**src/sv/ilx_pkg.sv**
```systemverilog
`timescale 1ns / 1ps
// ----------------------------------------------------------------------------
// ilx_pkg
// Shared types, constants and the keyword check for the identifier and
// number lexer.
// ----------------------------------------------------------------------------
package ilx_pkg;

   localparam int KEYWORD_CHARS  = 5;
   localparam int PREFIX_BITS    = KEYWORD_CHARS * 8;
   localparam int POSITION_BITS  = 16;
   localparam int QUEUE_DEPTH    = 4;
   localparam int QUEUE_PTR_BITS = $clog2(QUEUE_DEPTH);

   localparam logic [7:0] CH_UPPER_A = 8'h41;
   localparam logic [7:0] CH_LOWER_Z = 8'h7a;
   localparam logic [7:0] CH_UNDER   = 8'h5f;
   localparam logic [7:0] CH_ZERO    = 8'h30;
   localparam logic [7:0] CH_NINE    = 8'h39;
   localparam logic [7:0] CH_DOT     = 8'h2e;
   localparam logic [7:0] CH_HASH    = 8'h23;
   localparam logic [7:0] CH_NEWLINE = 8'h0a;

   // keywords packed first character in the low byte
   localparam logic [PREFIX_BITS-1:0] KW_IF    = PREFIX_BITS'(40'h00_0000_6669);
   localparam logic [PREFIX_BITS-1:0] KW_FOR   = PREFIX_BITS'(40'h00_0072_6f66);
   localparam logic [PREFIX_BITS-1:0] KW_WHILE = PREFIX_BITS'(40'h65_6c69_6877);
   localparam logic [PREFIX_BITS-1:0] KW_DO    = PREFIX_BITS'(40'h00_0000_6f64);
   localparam logic [PREFIX_BITS-1:0] KW_TRUE  = PREFIX_BITS'(40'h00_6575_7274);
   localparam logic [PREFIX_BITS-1:0] KW_FALSE = PREFIX_BITS'(40'h65_736c_6166);

   typedef enum logic [2:0] {
      KIND_IDENT = 3'd0,
      KIND_IF    = 3'd1,
      KIND_FOR   = 3'd2,
      KIND_WHILE = 3'd3,
      KIND_DO    = 3'd4,
      KIND_BOOL  = 3'd5,
      KIND_INT   = 3'd6,
      KIND_FLOAT = 3'd7
   } kind_type;

   typedef struct packed {
      kind_type    kind;
      logic [15:0] line;
      logic [15:0] column;
      logic [7:0]  length;
      logic        bad;
   } token_type;

   typedef struct packed {
      token_type first;
      token_type second;
      logic      two;
   } entry_type;

   typedef struct packed {
      logic full;
      logic empty;
   } queue_status_type;

   function automatic kind_type ident_kind(input logic [7:0] len,
                                           input logic [PREFIX_BITS-1:0] prefix);
      kind_type k;
      k = KIND_IDENT;
      if (len == 8'd2 && prefix == KW_IF)         k = KIND_IF;
      else if (len == 8'd3 && prefix == KW_FOR)   k = KIND_FOR;
      else if (len == 8'd5 && prefix == KW_WHILE) k = KIND_WHILE;
      else if (len == 8'd2 && prefix == KW_DO)    k = KIND_DO;
      else if (len == 8'd4 && prefix == KW_TRUE)  k = KIND_BOOL;
      else if (len == 8'd5 && prefix == KW_FALSE) k = KIND_BOOL;
      return k;
   endfunction

endpackage

```
**src/sv/identifier_number_lexer.sv**
```systemverilog
`timescale 1ns / 1ps
// ----------------------------------------------------------------------------
// identifier_number_lexer
// Streaming lexer for identifiers, numbers and keywords with line and
// column tracking.
// ----------------------------------------------------------------------------
// One character is taken per cycle whenever the four-entry token queue has
// room; the scanner updates position and token state for that character in
// the same cycle. Tokens leave through a registered output at one per cycle
// while the output does not stall, so a character that closes one token and
// starts another that ends at end of text gives two tokens, and the queue
// fills only when the output side stalls or such characters come in a row.
// Tokens pass the queue, then the output register. Once a number with a
// second dot is reported, characters are taken but dropped until reset.
module identifier_number_lexer
   import ilx_pkg::*;
(
   input  logic        clock,
   input  logic        reset,
   input  logic        req_valid,
   output logic        req_stall,
   input  logic [7:0]  req_ch,
   input  logic        req_end_of_text,
   output logic        rsp_valid,
   input  logic        rsp_stall,
   output logic [2:0]  rsp_kind,
   output logic [15:0] rsp_start_line,
   output logic [15:0] rsp_start_column,
   output logic [7:0]  rsp_length,
   output logic        rsp_bad_number,
   output logic        rsp_last
);

   queue_status_type q_status;
   logic             q_push, q_pop;
   entry_type        q_entry, q_head;

   ilx_scan u_scan (
      .clock           (clock),
      .reset           (reset),
      .req_valid       (req_valid),
      .req_stall       (req_stall),
      .req_ch          (req_ch),
      .req_end_of_text (req_end_of_text),
      .q_status        (q_status),
      .q_push          (q_push),
      .q_entry         (q_entry)
   );

   ilx_queue u_queue (
      .clock    (clock),
      .reset    (reset),
      .q_push   (q_push),
      .q_entry  (q_entry),
      .q_pop    (q_pop),
      .q_status (q_status),
      .q_head   (q_head)
   );

   ilx_emit u_emit (
      .clock            (clock),
      .reset            (reset),
      .q_status         (q_status),
      .q_head           (q_head),
      .q_pop            (q_pop),
      .rsp_valid        (rsp_valid),
      .rsp_stall        (rsp_stall),
      .rsp_kind         (rsp_kind),
      .rsp_start_line   (rsp_start_line),
      .rsp_start_column (rsp_start_column),
      .rsp_length       (rsp_length),
      .rsp_bad_number   (rsp_bad_number),
      .rsp_last         (rsp_last)
   );

   a_no_push_when_full: assert property (@(posedge clock) disable iff (reset)
      q_push |-> !q_status.full)
      else $error("token pushed into a full queue");

   a_bad_is_last_float: assert property (@(posedge clock) disable iff (reset)
      (rsp_valid && rsp_bad_number) |-> (rsp_last && rsp_kind == KIND_FLOAT))
      else $error("bad number token not final float");

   a_token_nonempty: assert property (@(posedge clock) disable iff (reset)
      rsp_valid |-> (rsp_length != '0 && rsp_start_line != '0))
      else $error("token with zero length or line");

   a_no_pop_when_empty: assert property (@(posedge clock) disable iff (reset)
      q_pop |-> !q_status.empty)
      else $error("token popped from an empty queue");

endmodule

```
**src/sv/ilx_scan.sv**
```systemverilog
`timescale 1ns / 1ps
// ----------------------------------------------------------------------------
// ilx_scan
// Front end: takes one character per transfer, tracks position and token
// state, and pushes the one or two tokens it causes as one queue entry.
// ----------------------------------------------------------------------------
module ilx_scan
   import ilx_pkg::*;
(
   input  logic             clock,
   input  logic             reset,
   input  logic             req_valid,
   output logic             req_stall,
   input  logic [7:0]       req_ch,
   input  logic             req_end_of_text,
   input  queue_status_type q_status,
   output logic             q_push,
   output entry_type        q_entry
);

   typedef enum logic [2:0] {
      MODE_IDLE,
      MODE_IDENT,
      MODE_NUMBER,
      MODE_COMMENT,
      MODE_HALT
   } mode_type;

   mode_type                 mode_ff, mode_in;
   logic [POSITION_BITS-1:0] line_ff, line_in;
   logic [POSITION_BITS-1:0] col_ff, col_in;
   logic [POSITION_BITS-1:0] tline_ff, tline_in;
   logic [POSITION_BITS-1:0] tcol_ff, tcol_in;
   logic [7:0]               tlen_ff, tlen_in;
   logic [PREFIX_BITS-1:0]   prefix_ff, prefix_in;
   logic                     dot_ff, dot_in;

   logic      accept;
   logic [1:0] n;
   token_type r0, r1, t;
   logic      is_ident, is_digit, restart, append, halted;

   assign req_stall = q_status.full;
   assign accept    = req_valid && !req_stall;
   assign is_ident  = req_ch inside {[CH_UPPER_A:CH_LOWER_Z]};
   assign is_digit  = req_ch inside {[CH_ZERO:CH_NINE]};

   always_comb begin
      mode_in   = mode_ff;
      line_in   = line_ff;
      col_in    = col_ff;
      tline_in  = tline_ff;
      tcol_in   = tcol_ff;
      tlen_in   = tlen_ff;
      prefix_in = prefix_ff;
      dot_in    = dot_ff;
      n         = 2'd0;
      r0        = '0;
      r1        = '0;
      t         = '0;
      restart   = 1'b0;
      append    = 1'b0;
      halted    = 1'b0;
      if (mode_ff != MODE_HALT) begin
         if (req_ch == CH_NEWLINE) begin
            if (line_in != '1) line_in = line_in + 1'b1;
            col_in = '0;
         end else if (col_in != '1) begin
            col_in = col_in + 1'b1;
         end
         // token that a non-extending character closes
         t.line   = 16'(tline_ff);
         t.column = 16'(tcol_ff);
         t.length = tlen_ff;
         t.bad    = 1'b0;
         t.kind   = (mode_ff == MODE_IDENT) ? ident_kind(tlen_ff, prefix_ff) :
                    (dot_ff ? KIND_FLOAT : KIND_INT);
         case (mode_ff)
            MODE_COMMENT: begin
               if (req_ch == CH_NEWLINE) mode_in = MODE_IDLE;
            end
            MODE_IDENT: begin
               if (is_ident) begin
                  append = 1'b1;
               end else begin
                  r0      = t;
                  n       = 2'd1;
                  restart = 1'b1;
               end
            end
            MODE_NUMBER: begin
               if (is_digit) begin
                  append = 1'b1;
               end else if (req_ch == CH_DOT) begin
                  append = 1'b1;
                  if (dot_ff) begin
                     r0.line   = 16'(tline_ff);
                     r0.column = 16'(tcol_ff);
                     r0.length = (tlen_ff != 8'hff) ? tlen_ff + 1'b1 : tlen_ff;
                     r0.kind   = KIND_FLOAT;
                     r0.bad    = 1'b1;
                     n         = 2'd1;
                     halted    = 1'b1;
                     mode_in   = MODE_HALT;
                  end else begin
                     dot_in = 1'b1;
                  end
               end else begin
                  r0      = t;
                  n       = 2'd1;
                  restart = 1'b1;
               end
            end
            default: restart = 1'b1;
         endcase
         if (restart) begin
            if (is_ident || is_digit) begin
               mode_in   = is_digit ? MODE_NUMBER : MODE_IDENT;
               tline_in  = line_in;
               tcol_in   = col_in;
               tlen_in   = '0;
               prefix_in = '0;
               dot_in    = 1'b0;
               append    = 1'b1;
            end else if (req_ch == CH_HASH) begin
               mode_in = MODE_COMMENT;
            end else begin
               mode_in = MODE_IDLE;
            end
         end
         if (append) begin
            for (int i = 0; i < KEYWORD_CHARS; i++) begin
               if (tlen_in == 8'(i)) prefix_in[i*8 +: 8] = req_ch;
            end
            if (tlen_in != 8'hff) tlen_in = tlen_in + 1'b1;
         end
         if (req_end_of_text && !halted) begin
            t.line   = 16'(tline_in);
            t.column = 16'(tcol_in);
            t.length = tlen_in;
            t.bad    = 1'b0;
            t.kind   = (mode_in == MODE_IDENT) ? ident_kind(tlen_in, prefix_in) :
                       (dot_in ? KIND_FLOAT : KIND_INT);
            if (mode_in == MODE_IDENT || mode_in == MODE_NUMBER) begin
               if (n == 2'd0) r0 = t;
               else r1 = t;
               n = n + 1'b1;
            end
            mode_in = MODE_IDLE;
            line_in = POSITION_BITS'(1);
            col_in  = '0;
         end
      end
   end

   assign q_push         = accept && (n != 2'd0);
   assign q_entry.first  = r0;
   assign q_entry.second = r1;
   assign q_entry.two    = (n == 2'd2);

   always_ff @(posedge clock) begin
      if (reset) begin
         mode_ff   <= MODE_IDLE;
         line_ff   <= POSITION_BITS'(1);
         col_ff    <= '0;
         tline_ff  <= POSITION_BITS'(1);
         tcol_ff   <= POSITION_BITS'(1);
         tlen_ff   <= '0;
         prefix_ff <= '0;
         dot_ff    <= 1'b0;
      end else if (accept) begin
         mode_ff   <= mode_in;
         line_ff   <= line_in;
         col_ff    <= col_in;
         tline_ff  <= tline_in;
         tcol_ff   <= tcol_in;
         tlen_ff   <= tlen_in;
         prefix_ff <= prefix_in;
         dot_ff    <= dot_in;
      end
   end

endmodule

```
**src/sv/ilx_queue.sv**
```systemverilog
`timescale 1ns / 1ps
// ----------------------------------------------------------------------------
// ilx_queue
// Short queue of token entries between the scanner and the emitter.
// ----------------------------------------------------------------------------
module ilx_queue
   import ilx_pkg::*;
(
   input  logic             clock,
   input  logic             reset,
   input  logic             q_push,
   input  entry_type        q_entry,
   input  logic             q_pop,
   output queue_status_type q_status,
   output entry_type        q_head
);

   entry_type                 mem_ff [QUEUE_DEPTH];
   logic [QUEUE_PTR_BITS-1:0] wr_ptr_ff, rd_ptr_ff;
   logic [QUEUE_PTR_BITS:0]   count_ff, count_in;

   assign q_status.full  = (count_ff == (QUEUE_PTR_BITS+1)'(QUEUE_DEPTH));
   assign q_status.empty = (count_ff == '0);
   assign q_head         = mem_ff[rd_ptr_ff];

   always_comb begin
      count_in = count_ff;
      if (q_push && !q_pop) count_in = count_ff + 1'b1;
      else if (q_pop && !q_push) count_in = count_ff - 1'b1;
   end

   always_ff @(posedge clock) begin
      if (reset) begin
         wr_ptr_ff <= '0;
         rd_ptr_ff <= '0;
         count_ff  <= '0;
      end else begin
         if (q_push) wr_ptr_ff <= wr_ptr_ff + 1'b1;
         if (q_pop) rd_ptr_ff <= rd_ptr_ff + 1'b1;
         count_ff <= count_in;
      end
   end

   always_ff @(posedge clock) begin
      if (q_push) mem_ff[wr_ptr_ff] <= q_entry;
   end

endmodule

```
**src/sv/ilx_emit.sv**
```systemverilog
`timescale 1ns / 1ps
// ----------------------------------------------------------------------------
// ilx_emit
// Back end: drains queue entries one token per transfer into the output
// register and marks the last token of each entry.
// ----------------------------------------------------------------------------
module ilx_emit
   import ilx_pkg::*;
(
   input  logic             clock,
   input  logic             reset,
   input  queue_status_type q_status,
   input  entry_type        q_head,
   output logic             q_pop,
   output logic             rsp_valid,
   input  logic             rsp_stall,
   output logic [2:0]       rsp_kind,
   output logic [15:0]      rsp_start_line,
   output logic [15:0]      rsp_start_column,
   output logic [7:0]       rsp_length,
   output logic             rsp_bad_number,
   output logic             rsp_last
);

   logic      valid_ff, sel_ff, last_ff;
   token_type tok_ff;
   logic      out_free, load, is_last;
   token_type cur;

   assign out_free = !valid_ff || !rsp_stall;
   assign load     = out_free && !q_status.empty;
   assign cur      = sel_ff ? q_head.second : q_head.first;
   assign is_last  = !q_head.two || sel_ff;
   assign q_pop    = load && is_last;

   always_ff @(posedge clock) begin
      if (reset) begin
         valid_ff <= 1'b0;
         sel_ff   <= 1'b0;
      end else begin
         if (out_free) valid_ff <= !q_status.empty;
         if (load) sel_ff <= !is_last;
      end
   end

   always_ff @(posedge clock) begin
      if (load) begin
         tok_ff  <= cur;
         last_ff <= is_last;
      end
   end

   assign rsp_valid        = valid_ff;
   assign rsp_kind         = tok_ff.kind;
   assign rsp_start_line   = tok_ff.line;
   assign rsp_start_column = tok_ff.column;
   assign rsp_length       = tok_ff.length;
   assign rsp_bad_number   = tok_ff.bad;
   assign rsp_last         = last_ff;

endmodule

```
**config.mk**
```make
export PLATFORM = sky130hd
export DESIGN_NAME = identifier_number_lexer
export DESIGN_NICKNAME = d
export VERILOG_FILES = /design/src/sv/ilx_pkg.sv /design/src/sv/identifier_number_lexer.sv /design/src/sv/ilx_scan.sv /design/src/sv/ilx_queue.sv /design/src/sv/ilx_emit.sv
export SDC_FILE = /design/constraint.sdc
export NUM_CORES = 1
export LEC_CHECK = 0
export BUFFER_PORTS_ARGS = -buffer_cell sky130_fd_sc_hd__buf_2
export CAP_MARGIN = 20
export CORE_MARGIN = 5
export CORE_UTILIZATION = 35
export DETAILED_ROUTE_END_ITERATION = 10
export PLACE_DENSITY = 0.53
export SLEW_MARGIN = 20
export SYNTH_ARGS = -nofsm -noshare
export SYNTH_HDL_FRONTEND = slang
export SYNTH_SLANG_ARGS = --single-unit
```
**constraint.sdc**
```tcl
create_clock -name clock -period 15.15 [get_ports clock]
set_clock_uncertainty 0.05 [all_clocks]
set_input_delay 1.515 -clock clock [delete_from_list [all_inputs] [get_ports clock]]
set_output_delay 1.515 -clock clock [all_outputs]
set_load 0.1 [all_outputs]
```
### Word-level counts from Yosys, hierarchy flattened

Memories as Yosys holds them, arrays and structs flattened. A register that Yosys moved wholly into a read port is not among the register bits.
Index checks and enable logic that the tools add are counted.

| word-level totals | value |
|---|---|
| register bits after elaboration | 170 |
| bits in writable memories | 356 |
| bits of input ports | 13 |
| output and inout port bits | 47 |
| logic and storage cells | 217 |
| memories kept | 1 |

| operators by class | value |
|---|---|
| add/subtract/negate cells | 9 |
| magnitude comparators | 4 |
| equality and inequality tests | 39 |
| mux-type cells | 105 |
| reduce and logical (&&, ||, !) cells | 40 |

Memory list:

| memory | words | bits a word | rd ports | clocked after memory_dff | wr ports | RTL line | RTL |
|---|---|---|---|---|---|---|---|
| u_queue.mem_ff | 4 | 89 | 1 | 1 | 1 | ilx_queue.sv:18 | `entry_type mem_ff [QUEUE_DEPTH];` |

Operators by type and width:

| kind | number |
|---|---|
| $mux 44 | 13 |
| $eq 40x15->1 const B | 4 |
| $eq 40x39->1 const B | 4 |
| $mux 16 | 10 |
| $mux 40 | 4 |
| $mux 8 | 12 |
| $pmux 44 s2 | 1 |
| $eq 40x23->1 const B | 2 |
| $eq 40x31->1 const B | 2 |
| $mux 3 | 24 |
| $eq 8x2->1 const B | 6 |
| $eq 8x3->1 const B | 5 |
| $add 16x1->16 const B | 2 |
| $ne 16x16->1 const B | 2 |
| $mux 1 | 28 |
| $logic_and 1x1->1 | 21 |
| $mux 2 | 9 |
| $add 8x1->8 const B | 2 |
| $eq 8x6->1 const B | 2 |
| $ne 8x8->1 const B | 2 |
| $eq 3x2->1 const B | 3 |
| $logic_not 1->1 | 9 |
| $eq 8x1->1 const B | 1 |
| $eq 8x4->1 const B | 1 |
| other kinds (21) | 28 |

### Logic depth before layout (Yosys ltp)

Gate-level depths: netlist (run 1).

| logic depth | value |
|---|---|
| depth after elaboration | 24 |
| mapped depth | 17 |
| mapped depth without buffers | 15 |

### Modules after synthesis

From an unflattened synthesis (run 1), not the netlist that was laid out.

| second synthesis, totals | value |
|---|---|
| cell total of the unflattened synthesis | 1829 |
| area total of the unflattened synthesis | 23575.1 sq um |

By module, submodules not included:

| module | times used | cells an instance | area each (sq um) | sequential area each (sq um) |
|---|---|---|---|---|
| ilx_queue | 1 | 509 | 13249.0 | 10870.4 |
| ilx_scan | 1 | 1216 | 8349.3 | 2322.2 |
| ilx_emit | 1 | 104 | 1976.9 | 1391.3 |

### Worst setup path after synthesis (run 1)

No wires, ideal clock.

| timing | value |
|---|---|
| path type | input-to-reg |
| start point | input port req_ch[4] |
| end point | memory u_queue.mem_ff[0][0] in the netlist's numbering, enable pin |
| setup time | 0.456 ns |
| arrival | 6.244 ns |
| data required time | 14.644 ns |
| slack | 8.400 ns |
| stages on the path | 11 |
| path buffers | 1 |
| path through | buf_6 nor3b_1 a32oi_2 or3_1 o21ai_0 mux2_2 xor2_1 ha_1 nor3_1 a211oi_1 and2_1 |

| on the way | value |
|---|---|
| word-level cells in the longest chain between the ends | 16 |
| elaborated cells between the ends (all ways) | 46 |
| those cells by class | add/sub: 1; order compare: 4; eq/ne: 5; mux: 28; reduce/logical: 8 |

RTL lines:

| what | RTL line | RTL |
|---|---|---|
| start: declaration | identifier_number_lexer.sv:22 | `input logic [7:0] req_ch,` |
| $ge 8x6->1 (tied with other cells) | ilx_scan.sv:46 | `assign is_digit = req_ch inside {[CH_ZERO:CH_NINE]};` |
| $logic_and 1x1->1 (tied with other cells) | ilx_scan.sv:46 |  |
| $mux 1 (on tied branches) | ilx_scan.sv:92, ilx_scan.sv:83 |  |
| $pmux 1 s3 | ilx_scan.sv:78 | `case (mode_ff)` |
| $mux 1 | ilx_scan.sv:64 | `if (mode_ff != MODE_HALT) begin` |
| $mux 3 | ilx_scan.sv:116 | `if (restart) begin` |
| $mux 3 | ilx_scan.sv:64 |  |
| $eq 3x1->1 / $eq 3x2->1 (equally long branches) | ilx_scan.sv:144 | `if (mode_in == MODE_IDENT \|\| mode_in == MODE_NUMBER) begin` |
| $logic_or 1x1->1 | ilx_scan.sv:144 |  |
| $mux 2 | ilx_scan.sv:144 |  |
| $mux 2 * | ilx_scan.sv:137 | `if (req_end_of_text && !halted) begin` |
| $mux 2 * | ilx_scan.sv:64 |  |
| $reduce_bool 2->1 * | ilx_scan.sv:156 | `assign q_push = accept && (n != 2'd0);` |
| $logic_and 1x1->1 * | ilx_scan.sv:156 |  |
| net q_push | identifier_number_lexer.sv:35 | `logic q_push, q_pop;` |
| $mux 1 * | ilx_queue.sv:45 | `if (q_push) mem_ff[wr_ptr_ff] <= q_entry;` |
| $mux 1 (not written as such) * | ilx_queue.sv:45 |  |
| end: declaration | ilx_queue.sv:18 |  |

The timed path passes the listed nets; every way through them passes the cells marked *. The select of a mux whose other input is x is not followed.

### Final worst setup path (run 1)

| timing | value |
|---|---|
| start point | input port req_ch[1] |
| end point | memory u_queue.mem_ff[3][31] in the netlist's numbering, enable pin |

Same word-level chain as after synthesis.

==> results_dict.tcl, run 1 <==
set metrics [dict create \
    outcome "complete, no violations" \
    relSlewSlack 0.224 \
    synth_compound_area_frac 0.0836 \
    tns_ns 0 \
    p_sw_mw 1.39 \
    cts_root_buf "clkbuf_16" \
    cts_num_sinks 524 \
    synth_fa_ha_area_frac 0.00739 \
    tritoncts "yes" \
    cp.arrival_ns 6.46 \
    async_flop_share 0 \
    wl_met3_um 2430 \
    clkLatencyLatePin_ns 0.62 \
    ant_nets 0 \
    peakVddDrop_mv 0.112 \
    synth_edf_count 397 \
    crit_required_ns 15.34 \
    hold_violations 0 \
    drv_cap 0 \
    period_minus_slack_ns 6.28 \
    syn_to_final_growth_pct 13.3 \
    holdBufCountCts 0 \
    drt-met1-wl_um 26600 \
    grt_usage 0.165 \
    rows 94 \
    sw_frac_of_total 0.339 \
    syn_area_per_cell_um2 13.0 \
    rsz0062_at_grt "false" \
    slew_viol_final 0 \
    dpl.hpwl_um 37600 \
    grt_antenna_before_repair 2 \
    min_path_type "register to register" \
    overflow 0 \
    ys_seq_elements 524 \
    die_y_um 267 \
    finalCritPeriodShare 0.414 \
    final_nets 1861 \
    drt_drc_violations_left 0 \
    top_layer "met5" \
    netlist_instances 1775 \
    wl_per_cell_um 21.9 \
    io_buffer_count 59 \
    leakage_nw 8.67 \
    seqCellArea_um2 14500 \
    power_frac_clock 0.321 \
    finalSetupViolations 0 \
    numCtsBuffers 56 \
    grt_max_degree 85 \
    crit_path_start_kind "input port" \
    muxShareOfSynthArea 0.122 \
    ctsResizeCount 0 \
    io_pins 60 \
    synth_top_family_by_area "simple AND/OR/NAND/NOR gates" \
    grt_pass1_wl_um 91300 \
    gp_congestion 0.905 \
    endpoint_kind "register" \
    synthSimpleGateAreaFrac 0.126 \
    preCtsSetupSlack_ns 8.31 \
    max_freq_ghz 0.159 \
    synth_xor_area_frac 0.0122 \
    cts_buffer_depth 3 \
    vias 14800 \
    h-tree-depth 2 \
    synth_seq_area_share 0.628 \
    drtIter0Drc 1059 \
    critPathKind "input port to register" \
    tightestPinTransition_ns 1.15 \
    p_int_mw 2.72 \
    n_fill_cell 6112 \
    synth.distinct_cells 67 \
    synth-main-ff-cell "edfxtp_1" \
    via_per_inst 5.38 \
    cts_setup_buffers 0 \
    setup_ws_ns 8.87 \
    first_pass_iters 5 \
    multi_input_area_um2 8240 \
    netlist_area_um2 23000 \
    dr_wl_met2_um 29300 \
    core_area_um2 65500 \
    power_density_nw_per_um2 157 \
    drive_gt1_frac 0.170 \
    wirelength_um 60000 \
    grt_pass1_vias 14900 \
    die_x_um 267 \
    clk_pin_slew_ns 0.06 \
    dieArea_um2 71100 \
    path_max_fanout 50 \
    initial_core_util 0.352 \
    seqPwrFrac 0.420 \
    p_comb_frac 0.259 \
    diodes 0 \
    synth_warnings 0 \
]
[sequential cells by signal, indices dropped and copies added, names as in the netlist, 8 cells and up, named ones only]
| name | cells |
|---|---|
| u_queue.mem_ff | 352 |
| u_scan.prefix_ff | 40 |
| u_emit.rsp_start_column | 16 |
| u_emit.rsp_start_line | 16 |
| u_scan.col_ff | 16 |
| u_scan.line_ff | 16 |
| u_scan.tcol_ff | 16 |
| u_scan.tline_ff | 16 |
| u_emit.rsp_length | 8 |
| u_scan.tlen_ff | 8 |
[cells in the final DEF (no fill, tap or decap), types with 19 or more instances in the layout]
cell type / count
edfxtp_1: 397
buf_2: 58
conb_1: 32
o21ai_0: 48
nor3_1: 47
nor2_1: 252
a22oi_1: 37
clkbuf_16: 56
nand4_1: 19
clkbuf_1: 22
mux4_2: 88
a21oi_1: 118
and3_1: 30
mux2i_1: 30
nand3_1: 31
buf_4: 23
nand2_1: 114
a211oi_1: 28
dfxtp_1: 124
mux2_2: 46
[path summary, 6_finish.rpt]
path	to	cells after the start	slack (ns)	startpoint
worst max-delay path	u_queue.mem_ff[3][31]	12	8.87	req_ch[1]
worst min-delay path	u_scan.tline_ff[6]	2	0.43	u_scan.tline_ff[6]
worst max register to register	u_queue.mem_ff[2][87]	10	9.90	u_scan.tlen_ff[5]
worst min register to register	u_scan.tline_ff[6]	2	0.43	u_scan.tline_ff[6]
[logic make-up (layout without fill, tap and decap cells)]
group,after synthesis,in the layout
xor gates and xnor gates,32,32
DFF,524,524
and+or+nand+nor,610,610
other,1,32
AOI/OAI and AO/OA,304,304
adders and majority gates,13,13
muxes,164,164
buffers and inverters,127,203
[power groups by stage]
stage                     logic [mW]  clock network (mW)  registers, mW
after detailed placement        1.09                   0           1.76
final                           1.06                1.32           1.73
after CTS                       1.09                1.36           1.73
after global routing            1.13                1.42           1.74
after floorplan                0.425                   0           2.19
after global placement          1.08                   0           1.76
[critical path: stages]
cell and delay, ns:
buf_2 0.29, nor3b_1 0.38, a32oi_2 0.27, or3_1 0.42, o21ai_0 0.16, mux2_2 0.41
xor2_1 0.18, ha_1 0.33, nor3_1 0.05, a211oi_1 0.86, and2_4 0.89, buf_4 0.63
[layout make-up]
type	instances	area share
Tap cell	864	0.0414
Inverter	17	0.00244
Clock inverter	17	0.00705
Sequential cell	524	0.554
Clock buffer	88	0.0612
Timing Repair Buffer	81	0.0177
Multi-Input combinational cell	1155	0.316
[metal layers]
metal  vias up  track usage
li1       6874            -
met1      7483        0.222
met2       330        0.279
met3        90       0.0254
met4         2       0.0516
met5         -            0
[cells in the mapped netlist, types with 9 or more instances]
library cell / number / area [um2]
nor2_1: 253 / 950
inv_1: 15 / 56.3
and3_1: 30 / 188
xnor2_1: 18 / 158
mux4_2: 88 / 1980
o21ai_0: 48 / 240
xor2_1: 14 / 123
buf_1: 12 / 45.0
nand4_1: 19 / 119
nor3_1: 47 / 235
mux2_2: 46 / 518
a21oi_1: 119 / 596
nand2_1: 114 / 428
a32oi_1: 9 / 78.8
nor3b_1: 16 / 120
nand3_1: 31 / 155
or4_1: 11 / 82.6
ha_1: 12 / 150
dfxtp_1: 127 / 2540
mux2i_1: 30 / 300
edfxtp_1: 397 / 11900
a22oi_1: 37 / 278
a211oi_1: 28 / 210
and2_1: 10 / 62.6
nor4_1: 18 / 113
clkbuf_1: 95 / 357
nand2b_1: 13 / 81.3
[through the flow]
stage / cell area [um2] / power [mW] / instances / hold WS (ns) / utilization
after floorplan: 23200 / 2.61 / 1806 / 0.399 / -
after global placement: 24300 / 2.84 / 2641 / 0.406 / 0.371
after detailed placement: 24300 / 2.85 / 2641 / 0.417 / 0.371
after CTS: 26100 / 4.17 / 2746 / 0.426 / 0.398
after global routing: 26100 / 4.28 / 2746 / 0.455 / 0.398
final: 26100 / 4.11 / 2746 / 0.427 / 0.398
(Power assumes the default switching activity.)
==> run 2, diff against run 1 <==
--- a/config.mk
+++ b/config.mk
@@ -5,12 +5,13 @@
 export SDC_FILE = /design/constraint.sdc
 export NUM_CORES = 1
 export LEC_CHECK = 0
+export ABC_AREA = 1
 export BUFFER_PORTS_ARGS = -buffer_cell sky130_fd_sc_hd__buf_2
 export CAP_MARGIN = 20
 export CORE_MARGIN = 5
 export CORE_UTILIZATION = 35
 export DETAILED_ROUTE_END_ITERATION = 10
-export PLACE_DENSITY = 0.53
+export PLACE_DENSITY = 0.54
 export SLEW_MARGIN = 20
 export SYNTH_ARGS = -nofsm -noshare
 export SYNTH_HDL_FRONTEND = slang
==> constraint.sdc (replaced) <==
create_clock -name clock -period 5.3 [get_ports clock]
set_clock_uncertainty 0.05 [all_clocks]
set_input_delay 0.53 -clock clock [delete_from_list [all_inputs] [get_ports clock]]
set_output_delay 0.53 -clock clock [all_outputs]
set_load 0.1 [all_outputs]
==> run 2 against run 1 <==
Net effect: sequential share of layout area shrank 3.5 points; register-to-register slack lost 8.6 ns; non-clock buffer count is 16 higher; die area up 5.1%; worst hold slack lost 0.079 ns; first-iteration DRC count is 28% higher; sequential power rose to 3.0 times the previous value; cell count rose by 33%; critical path type unchanged; critical endpoint is now u_queue.mem_ff[0][86].
==> results_dict.tcl, run 2 <==
set metrics [dict create \
    outcome "complete, no violations" \
    sw_frac_of_total 0.389 \
    synth_top_area_frac 0.491 \
    grt_antenna_before_repair 0 \
    synth_warnings 0 \
    drv_cap 0 \
    seqPwrFrac 0.367 \
    largest_reg_flops 352 \
    io_buffer_count 59 \
    power_mw 14.1 \
    cp_slowest_cell "nor2_4" \
    drive_gt1_frac 0.103 \
    yosys-top-cells-count "nor2_1 (507), edfxtp_1 (397), nand2_1 (322)" \
    seqCellArea_um2 14500 \
    grt_pass1_wl_um 108000 \
    netlist_instances 2622 \
    hold_violations 0 \
    leakage_nw 10.5 \
    multi_input_area_um2 8450 \
    tritoncts "yes" \
    synth_seq_area_share 0.596 \
    cts_num_sinks 524 \
    synth_top_cell_by_area "edfxtp_1" \
    ant_nets 0 \
    rr_worst_depth 15 \
    min_path_type "input port to register" \
    final_nets 2697 \
    syn_area_per_cell_um2 9.26 \
    grt_usage 0.184 \
    path_cells "buf_2, inv_2, nand2_2, nor3_1, and3_1, inv_2, a21oi_1, nor2_1, a21oi_1, nor2_1, a21oi_2, inv_2, nor2_2, inv_1, nand2_2, ha_1, nand3_1, a21oi_1, inv_1, nor2_4, buf_4" \
    die_y_um 273 \
    peakVddDrop_mv 0.356 \
    crit_cells 21 \
    layout_common_cells "nor2_1 (502), edfxtp_1 (397), nand2_1 (322)" \
    grt_pass1_vias 18200 \
    period_minus_slack_ns 4.23 \
    largestRegisters "u_queue.mem_ff (352), u_scan.prefix_ff (40)" \
    drtIter0Drc 1355 \
    dpl.hpwl_um 43900 \
    p_int_mw 8.62 \
    io_pins 60 \
    critPathKind "input port to register" \
    initial_core_util 0.353 \
    crit_required_ns 5.57 \
    tns_ns 0 \
    tightestPinTransition_ns 1.03 \
    grt_max_degree 114 \
    slowest_delay_ns 0.64 \
    wl_per_cell_um 19.3 \
    via_per_inst 5.13 \
    cts_setup_buffers 0 \
    mostFrequentLayoutCell "nor2_1" \
    drt_drc_violations_left 0 \
    ys_seq_elements 524 \
    first_pass_iters 5 \
    slew_viol_final 0 \
    crit_path_start_kind "input port" \
    finalCritPeriodShare 0.798 \
    fin_util 0.406 \
    cts_buffer_depth 3 \
    power_density_nw_per_um2 506 \
    netlist_area_um2 24300 \
    async_flop_share 0 \
    clkLatencyLatePin_ns 0.62 \
    numCtsBuffers 58 \
    synth_edf_count 397 \
    crit_family "simple AND/OR/NAND/NOR gates" \
    cp.arrival_ns 4.50 \
    rsz0062_at_grt "false" \
    endpoint_kind "register" \
    power_frac_clock 0.318 \
    relSlewSlack 0.315 \
    max_freq_ghz 0.237 \
    holdBufCountCts 0 \
    holdPathStages 5 \
    p_comb_frac 0.316 \
    diodes 0 \
    vias 18700 \
    netlist_top_cells_area "edfxtp_1 (49%), dfxtp_1 (10%), nor2_1 (7.8%)" \
    path_max_fanout 16 \
    critPathBufInv 7 \
    syn_to_final_growth_pct 14.8 \
    regMostFlops "u_queue.mem_ff" \
    finalSetupViolations 0 \
    synth-main-ff-cell "edfxtp_1" \
    clk_pin_slew_ns 0.06 \
    n_fill_cell 6845 \
    die_x_um 273 \
    synth.distinct_cells 58 \
    dieArea_um2 74700 \
    wirelength_um 70600 \
    rows 96 \
    core_area_um2 68700 \
    ctsResizeCount 0 \
    gp_congestion 0.902 \
    cts_root_buf "clkbuf_16" \
    p_sw_mw 5.48 \
    synth_most_common_cell "nor2_1" \
    h-tree-depth 2 \
    overflow 0 \
]
run 2: power groups by stage:
| stage | Clock [mW] | Sequential (mW) | Combinational (mW) |
|---|---|---|---|
| floorplan | 0 | 6.57 | 2.02 |
| global placement | 0 | 5.25 | 4.46 |
| detailed placement | 0 | 5.26 | 4.48 |
| CTS | 4.59 | 5.17 | 4.50 |
| global route | 4.76 | 5.21 | 4.82 |
| finish | 4.48 | 5.17 | 4.45 |
run 2: metrics by stage:
stage / instance area [um2] / hold slack [ns] / worst slack (ns) / cells
floorplan: 24400 / 0.386 / -0.0423 / 2653
global placement: 25700 / 0.392 / 0.451 / 3542
detailed placement: 25700 / 0.406 / 0.499 / 3542
CTS: 27900 / 0.316 / 1.15 / 3652
global route: 27900 / 0.363 / 0.766 / 3652
finish: 27900 / 0.347 / 1.07 / 3652
run 2: logic make-up after synthesis:
group | synth area share
compound gates | 0.138
xor+xnor | 0.00686
fa+ha+maj | 0.00701
buf+inv | 0.0630
flops | 0.596
mux | 0.000412
other cells | 0.000155
simple gates | 0.189
run 2: layout make-up:
class,count,share of cell area
Timing Repair Buffer,97,0.0260
Sequential cell,524,0.519
Inverter,239,0.0326
Clock buffer,69,0.0550
Clock inverter,41,0.0220
Multi-Input combinational cell,1751,0.303
Tap cell,931,0.0418
run 2: worst reg2reg max path: cells and delay by family (launching register included):
family / cells / cell delay, ns
compound gates: 3 / 0.68
flops: 1 / 0.43
fa+ha+maj: 1 / 0.27
simple gates: 8 / 1.56
buf+inv: 3 / 0.68
run 2: path summary, 6_finish.rpt:
kind | start | endpoint | slack (ns)
min | req_ch[6] | u_scan.prefix_ff[6] | 0.35
max reg2reg | u_scan.mode_ff[1] | u_queue.mem_ff[0][86] | 1.31
min reg2reg | u_queue.rd_ptr_ff[1] | register | 0.42
max | req_ch[0] | u_queue.mem_ff[0][86] | 1.07
run 2: per-layer routing:
layer	wire length [um]	vias up	part of all wire	GRT usage
met3	3020	108	0.043	0.0229
met1	31300	9118	0.44	0.245
li1	-	9072	-	-
met2	34600	435	0.49	0.319
met4	1700	0	0.024	0.0503
met5	0	-	0	0
